===== src/rtl/core/vep_pkg.sv =====
// shared constants, codes and types of the vt100 escape parser
package vep_pkg;

  // sizes
  localparam int unsigned MAX_ARGS_DEF = 8;
  localparam int unsigned ARG_W        = 16;
  localparam int unsigned CMD_W        = 5;
  localparam int unsigned VAL_W        = 17;
  localparam int unsigned ACT_W        = 2;

  localparam logic [ARG_W-1:0] ARG_LIMIT   = 16'hFFFF;
  localparam logic [7:0]       ROWS_RESET  = 8'd24;

  // received byte codes
  localparam logic [7:0] CH_ESC     = 8'h1B;
  localparam logic [7:0] CH_LBRACK  = "[";
  localparam logic [7:0] CH_QUEST   = "?";
  localparam logic [7:0] CH_SEMI    = ";";
  localparam logic [7:0] CH_ZERO    = "0";
  localparam logic [7:0] CH_NINE    = "9";
  localparam logic [7:0] CH_SEVEN   = "7";
  localparam logic [7:0] CH_EIGHT   = "8";
  localparam logic [7:0] CH_LPAREN  = "(";
  localparam logic [7:0] CH_RPAREN  = ")";
  localparam logic [7:0] CH_HASH    = "#";
  localparam logic [7:0] CH_UC_A    = "A";
  localparam logic [7:0] CH_UC_B    = "B";
  localparam logic [7:0] CH_UC_C    = "C";
  localparam logic [7:0] CH_UC_D    = "D";
  localparam logic [7:0] CH_UC_E    = "E";
  localparam logic [7:0] CH_UC_H    = "H";
  localparam logic [7:0] CH_UC_J    = "J";
  localparam logic [7:0] CH_UC_K    = "K";
  localparam logic [7:0] CH_UC_L    = "L";
  localparam logic [7:0] CH_UC_M    = "M";
  localparam logic [7:0] CH_UC_P    = "P";
  localparam logic [7:0] CH_LC_F    = "f";
  localparam logic [7:0] CH_LC_H    = "h";
  localparam logic [7:0] CH_LC_L    = "l";
  localparam logic [7:0] CH_LC_M    = "m";
  localparam logic [7:0] CH_LC_R    = "r";

  // screen command codes
  localparam logic [CMD_W-1:0] CMD_PRINT      = 5'd0;
  localparam logic [CMD_W-1:0] CMD_SCROLL_UP  = 5'd1;
  localparam logic [CMD_W-1:0] CMD_NEWLINE    = 5'd2;
  localparam logic [CMD_W-1:0] CMD_SCROLL_DN  = 5'd3;
  localparam logic [CMD_W-1:0] CMD_SAVE       = 5'd4;
  localparam logic [CMD_W-1:0] CMD_RESTORE    = 5'd5;
  localparam logic [CMD_W-1:0] CMD_UP         = 5'd6;
  localparam logic [CMD_W-1:0] CMD_DOWN       = 5'd7;
  localparam logic [CMD_W-1:0] CMD_RIGHT      = 5'd8;
  localparam logic [CMD_W-1:0] CMD_LEFT       = 5'd9;
  localparam logic [CMD_W-1:0] CMD_POSITION   = 5'd10;
  localparam logic [CMD_W-1:0] CMD_HOME       = 5'd11;
  localparam logic [CMD_W-1:0] CMD_ERASE_DISP = 5'd12;
  localparam logic [CMD_W-1:0] CMD_ERASE_LINE = 5'd13;
  localparam logic [CMD_W-1:0] CMD_ATTR       = 5'd14;
  localparam logic [CMD_W-1:0] CMD_REGION     = 5'd15;
  localparam logic [CMD_W-1:0] CMD_INS_LINES  = 5'd16;
  localparam logic [CMD_W-1:0] CMD_DEL_LINES  = 5'd17;
  localparam logic [CMD_W-1:0] CMD_DEL_CHARS  = 5'd18;
  localparam logic [CMD_W-1:0] CMD_KEYMODE    = 5'd19;

  // attribute actions
  localparam logic [ACT_W-1:0] ACT_KEEP = 2'd0;
  localparam logic [ACT_W-1:0] ACT_OFF  = 2'd1;
  localparam logic [ACT_W-1:0] ACT_ON   = 2'd2;

  // sgr, erase and key mode argument values
  localparam logic [ARG_W-1:0] SGR_RESET     = 16'd0;
  localparam logic [ARG_W-1:0] SGR_UNDERLINE = 16'd4;
  localparam logic [ARG_W-1:0] SGR_REVERSE   = 16'd7;
  localparam logic [ARG_W-1:0] ERASE_MAX     = 16'd2;
  localparam logic [ARG_W-1:0] KEYMODE_ARG   = 16'd1;

  // escape parse phase
  typedef enum logic [1:0] {
    PH_NORMAL = 2'd0,
    PH_ESCAPE = 2'd1,
    PH_CSI    = 2'd2,
    PH_SKIP   = 2'd3
  } phase_t;

  // digit write into the argument store
  typedef struct packed {
    logic       wr_en;
    logic       fresh;
    logic [3:0] digit;
  } arg_wr_t;

endpackage


===== src/rtl/core/vep_arg_file.sv =====
// csi argument store with the shared decimal accumulate unit
module vep_arg_file
  import vep_pkg::*;
#(
  parameter int unsigned MAX_ARGS = MAX_ARGS_DEF,
  localparam int unsigned IW = $clog2(MAX_ARGS)
) (
  input  logic             clk,
  input  logic [IW-1:0]    idx,
  input  arg_wr_t          wr,
  output logic [ARG_W-1:0] rd_data,
  output logic [ARG_W-1:0] arg0,
  output logic [ARG_W-1:0] arg1
);

  logic [ARG_W-1:0] args [MAX_ARGS];
  logic [ARG_W-1:0] base;
  logic [ARG_W+3:0] acc;

  // read port shared by the digit unit and the attribute walk
  assign rd_data = args[idx];
  assign arg0    = args[0];
  assign arg1    = args[1];

  // value * 10 + digit, saturating
  assign base = wr.fresh ? '0 : rd_data;
  assign acc  = ({4'd0, base} << 3) + ({4'd0, base} << 1) + {{ARG_W{1'b0}}, wr.digit};

  always_ff @(posedge clk) begin
    if (wr.wr_en) begin
      args[idx] <= (acc > {4'd0, ARG_LIMIT}) ? ARG_LIMIT : acc[ARG_W-1:0];
    end
  end

endmodule


===== config.mk =====
export PLATFORM = sky130hd
export DESIGN_NAME = vep_arg_file
export DESIGN_NICKNAME = d
export VERILOG_FILES = /design/src/rtl/core/vep_pkg.sv /design/src/rtl/core/vep_arg_file.sv
export SDC_FILE = /design/constraint.sdc
export NUM_CORES = 1
export LEC_CHECK = 0
export ABC_AREA = 1
export BUFFER_PORTS_ARGS = -buffer_cell sky130_fd_sc_hd__buf_2
export CAP_MARGIN = 25
export CORE_UTILIZATION = 50
export CTS_CLUSTER_DIAMETER = 60
export DETAILED_ROUTE_END_ITERATION = 8
export PLACE_DENSITY = 0.69
export SYNTH_ARGS = -nofsm -noshare
export SYNTH_HDL_FRONTEND = slang
export SYNTH_SLANG_ARGS = --single-unit

===== constraint.sdc =====
create_clock -name clk -period 4.7 [get_ports clk]
set_clock_uncertainty 0.2 [all_clocks]
set_input_delay 0.705 -clock clk [delete_from_list [all_inputs] [get_ports clk]]
set_output_delay 0.705 -clock clk [all_outputs]
set_load 0.1 [all_outputs]

# [Word level (Yosys, flattened, before mapping)]
# Memories as Yosys holds them, arrays and structs flattened.
# Index checks and enable logic that the tools add are counted.
[totals] reg_bits=0 latch_bits=0 mem_bits_rw=128 romBits=0 in_bits=10 output_inout_bits=48 elab_cells=8 n_memories=1
[op_classes] n_addsub=2 multipliers=0 div=0 n_lt_le_gt_ge=1 eq_ne=0 n_shift=0 mux=4 n_bitwise=0 n_reduce_logical=0
[memory_table] memory="args" words=8 width=16 read_ports=3 rd_ports_with_merged_regs=0 wr=1 line="vep_arg_file.sv:16" rtl="logic [ARG_W-1:0] args [MAX_ARGS];"
[ops] op="$mux 16" n=2
[ops] op="$add 19x17->20" n=1
[ops] op="$add 20x4->20" n=1
[ops] op="$gt 20x16->1 const B" n=1
[ops] op="$mux 1" n=2

# [Longest topological paths before layout]
# An unclocked memory read counts as a cell.
[logic_depth] depth_word=6 ltp_mapped=23 depth_no_buf=23

# [Least setup slack after synthesis]
# No wires, ideal clock.
[synth_path] kind="input to register" from="input port idx[0]" to="memory args[0][10] (data pin)" setup_time_ps=283 t_arrival_ps=4943 required_ps=4217 path_slack_ps=-726 path_stages=20 n_path_buf=3 path_cell_list="inv_2 buf_2 clkbuf_1 o21ai_0 o211ai_1 and2_1 ha_1 ha_1 fa_1 nand2_1 nand3_1 nand3_1 nand2_1 nand3_1 nand2_1 nand2_4 nand2_4 nor2_8 buf_12 nand3_2"
[synth_between] elab_chain_len=6
[synth_rtl] item="from (decl)" line="vep_arg_file.sv:9" rtl="input logic [IW-1:0] idx,"
[synth_rtl] item="$mem_v2 8x16 *"
[synth_rtl] item="via rd_data[1]" line="vep_arg_file.sv:11" rtl="output logic [ARG_W-1:0] rd_data,"
[synth_rtl] item="$mux 16 *" line="vep_arg_file.sv:26" rtl="assign base = wr.fresh ? '0 : rd_data;"
[synth_rtl] item="$add 19x17->20 *" line="vep_arg_file.sv:27" rtl="assign acc = ({4'd0, base} << 3) + ({4'd0, base} << 1) + {{ARG_W{1'b0}}, wr.digit};"
[synth_rtl] item="$add 20x4->20 *" line="vep_arg_file.sv:27"
[synth_rtl] item="$gt 20x16->1" line="vep_arg_file.sv:31" rtl="args[idx] <= (acc > {4'd0, ARG_LIMIT}) ? ARG_LIMIT : acc[ARG_W-1:0];"
[synth_rtl] item="$mux 16 *" line="vep_arg_file.sv:31"
[synth_rtl] item="to (decl)" line="vep_arg_file.sv:16"
# The timed path passes the listed nets; every way through them passes the cells marked *.

# [Worst setup path in the final report]
[layout_path] from="input port idx[2]" to="memory args[4][0] (data pin)"
[layout_between] elab_chain_len=6
[layout_rtl] item="$mem_v2 8x16"
[layout_rtl] item="$mux 16" line="vep_arg_file.sv:26"
[layout_rtl] item="$add 19x17->20" line="vep_arg_file.sv:27"
[layout_rtl] item="$add 20x4->20" line="vep_arg_file.sv:27"
[layout_rtl] item="$gt 20x16->1" line="vep_arg_file.sv:31"
[layout_rtl] item="$mux 16" line="vep_arg_file.sv:31"
# Every way passes these cells.

==> flow_summary.ini <==
[detailed_routing]
vias = 4830
ant_nets = 0
first_pass_iters = 5
drt_iter0_markers = 472
routed_wl_um = 17000
viasPerCell = 5.57
post_drt_wl_per_cell_um = 19.6
drc = 0

[sta]
whs_ns = 0.621
fin_crit_sh_pct = 92.0
hold_viol_final = 0
finalSetupViolCount = 0
rsz0062_at_grt = no
drv_slew = 0
tightest_slew_ns = 0.494
max_freq_ghz = 0.231
post-route-min-period_ns = 4.33
max-slew-margin-rel_pct = 66.9

[cts]
cts_tree = built
clockRootBuffer = clkbuf_16
cts_hold_buf = 0
clk_latency_ns = 0.42
htree_levels = 4
cts_max_path_buffers = 2
cts_made_buffers = 17
ctsResizeCount = 0
clk_pin_slew_ns = 0.06
cts.sinks = 128
cts_setup_buffers = 0

[min_path]
holdPathStages = 3
hp-start = wr[5]
hold_class = input port to flip-flop

[status]
status = completed

[grt]
grt_pass1_wl_um = 26000
grt_pass1_vias = 4762
grt_antenna_before_repair = 0
grt_usage_pct = 27.3
grt_overflow = 0
grt_max_degree = 38

[synthesis]
synthesis.area_mm2 = 0.00642
ys_ff_latch = 128
yosys_warnings = 0
synth.area.top_cells = edfxtp_1 (60%), ha_1 (6.0%), nand2_1 (5.7%), o21ai_0 (4.1%), nor2_1 (4.0%)
synth_edf_count = 128
synth_top_area_share_pct = 59.9
syn_nets = 632
synth_top_area_cell = edfxtp_1
syn_area_per_cell_um2 = 10.9
synthCells = 590
async_flop_share_pct = 0
synth_ff_type = edfxtp_1
yosysSeqAreaShare_pct = 59.9
ys_types = 37

[worst_setup_path]
required_ns = 4.56
slowest_delay_ns = 0.36
path_cells = buf_2, inv_2, nand2_1, nor2_1, buf_4, nand2_1, o21ai_0, inv_1, a31oi_1, buf_4, ha_1, ha_1, a21oi_1, nor2_1, nor2_1, nand2_1, nand2_1, nand2_1, nand2_1, nand2_1, nor2_4, buf_12, nand3_1
endpoint_kind = flip-flop
cp.arrival_ns = 4.19
cp-startpoint = idx[2]
worstReg2RegStart = args[6][11]$_DFFE_PP_
worst_path_max_delay_cell = ha_1
cpMostUsedCell = nand2_1
crit_fanout = 15
critical_path_class = input port to flip-flop
worstRegToRegCells = 18
startpoint_type = input port

[final_layout]
num-fill-cells = 961
top_regs = args x128
largest_reg_flops = 128
layout_commonest_cell = edfxtp_1
final_cell_mix = edfxtp_1 (128), nand2_1 (97), nor2_1 (69)
diodes = 0
syn_to_final_growth_pct = 22.5
instances_no_fill = 867
top_register = args
layout-drive-gt1-share_pct = 23.6
final_nets = 724

[floorplan]
rows = 41
coreArea_mm2 = 0.0126
die_area_mm2 = 0.0133
start_util_pct = 51.1
die_y_um = 115
die_w_um = 115
boundaryPins = 58

[power_and_ir_drop]
power_leakage_uw = 0.00319
p_per_area_mw_per_mm2 = 439
irDropWorstVdd_mv = 0.212

[flow_run]
max_cap_viol_count = 0

[place]
place_congestion = 0.943
placedCellCount = 835
dpl.hpwl_um = 12000
port_buffers = 57
==> per-stage QoR <==
stage | worst slack, ns | instance area (um2) | utilization (%) | total power, uW | setup TNS (ns)
2_1_floorplan | -0.446 | 6580 | - | 1900 | -53.37
3_3_place_gp | -0.0280 | 7230 | 57.6 | 2060 | -0.344
3_5_place_dp | -0.0623 | 7230 | 57.6 | 2080 | -1.03
4_1_cts | 0.382 | 7870 | 62.6 | 3460 | 0
5_1_grt | 0.0843 | 7870 | 62.6 | 3560 | 0
6_report | 0.374 | 7870 | 62.6 | 3450 | 0
==> cell usage after synthesis, types with 2 or more instances <==
cell type and n:
a21oi_1 19, a22o_2 2, a31oi_1 8, and2_1 6, buf_2 11, clkbuf_1 3
edfxtp_1 128, ha_1 31, inv_1 58, inv_2 5, nand2_1 98, nand2_2 3
nand2_4 3, nand3_1 27, nand3_2 14, nor2_1 69, nor2_2 2, nor2_4 3
nor2_8 2, nor3_1 2, o211ai_1 6, o21ai_0 52, o21bai_1 2, o22ai_1 13
xnor2_1 7, xor2_1 5
==> report_power, final <==
part	internal, uW	switching (uW)	total [uW]
Clock	893	504	1400
Combinational	172	510	683
Sequential	1360	11.3	1370
==> metal layers <==
layer | global-route usage [%] | routed length (um) | vias up
met3 | 5.38 | 1330 | 29
li1 | - | - | 2244
met4 | 11.3 | 408 | 0
met5 | 0 | 0 | -
met2 | 42.2 | 7990 | 230
met1 | 37.9 | 7240 | 2327
==> cell families after synthesis <==
group / synth area share (%)
flops: 59.9
xor+xnor: 1.64
buf+inv: 5.49
compound gates: 9.22
simple gates: 17.4
fa+ha+maj: 6.35
==> final cells by class <==
cell class,instances,area (um2),area share [%]
clock buffers,17,425,5.41
flip-flops and latches,128,3840,48.9
inverters,63,249,3.16
well taps,172,215,2.74
clock inverters,15,209,2.66
repair buffers,91,603,7.67
multi-input cells,381,2320,29.5
==> path summary, 6_finish.rpt <==
kind / to / slack, ns
min: args[3][15]$_DFFE_PP_ / 0.62
max: args[4][0]$_DFFE_PP_ / 0.37
max reg2reg: args[4][0]$_DFFE_PP_ / 0.87
min reg2reg: args[2][1]$_DFFE_PP_ / 0.94
==> critical path, delay by kind of cell <==
family | cells | cell delay (ns)
AO/OA/AOI/OAI | 3 | 0.54
adder cells (fa/ha/maj) | 2 | 0.59
AND/OR/NAND/NOR | 12 | 1.43
buffers and inverters | 6 | 0.91
No activity file was read; power rests on OpenSTA's default activity.
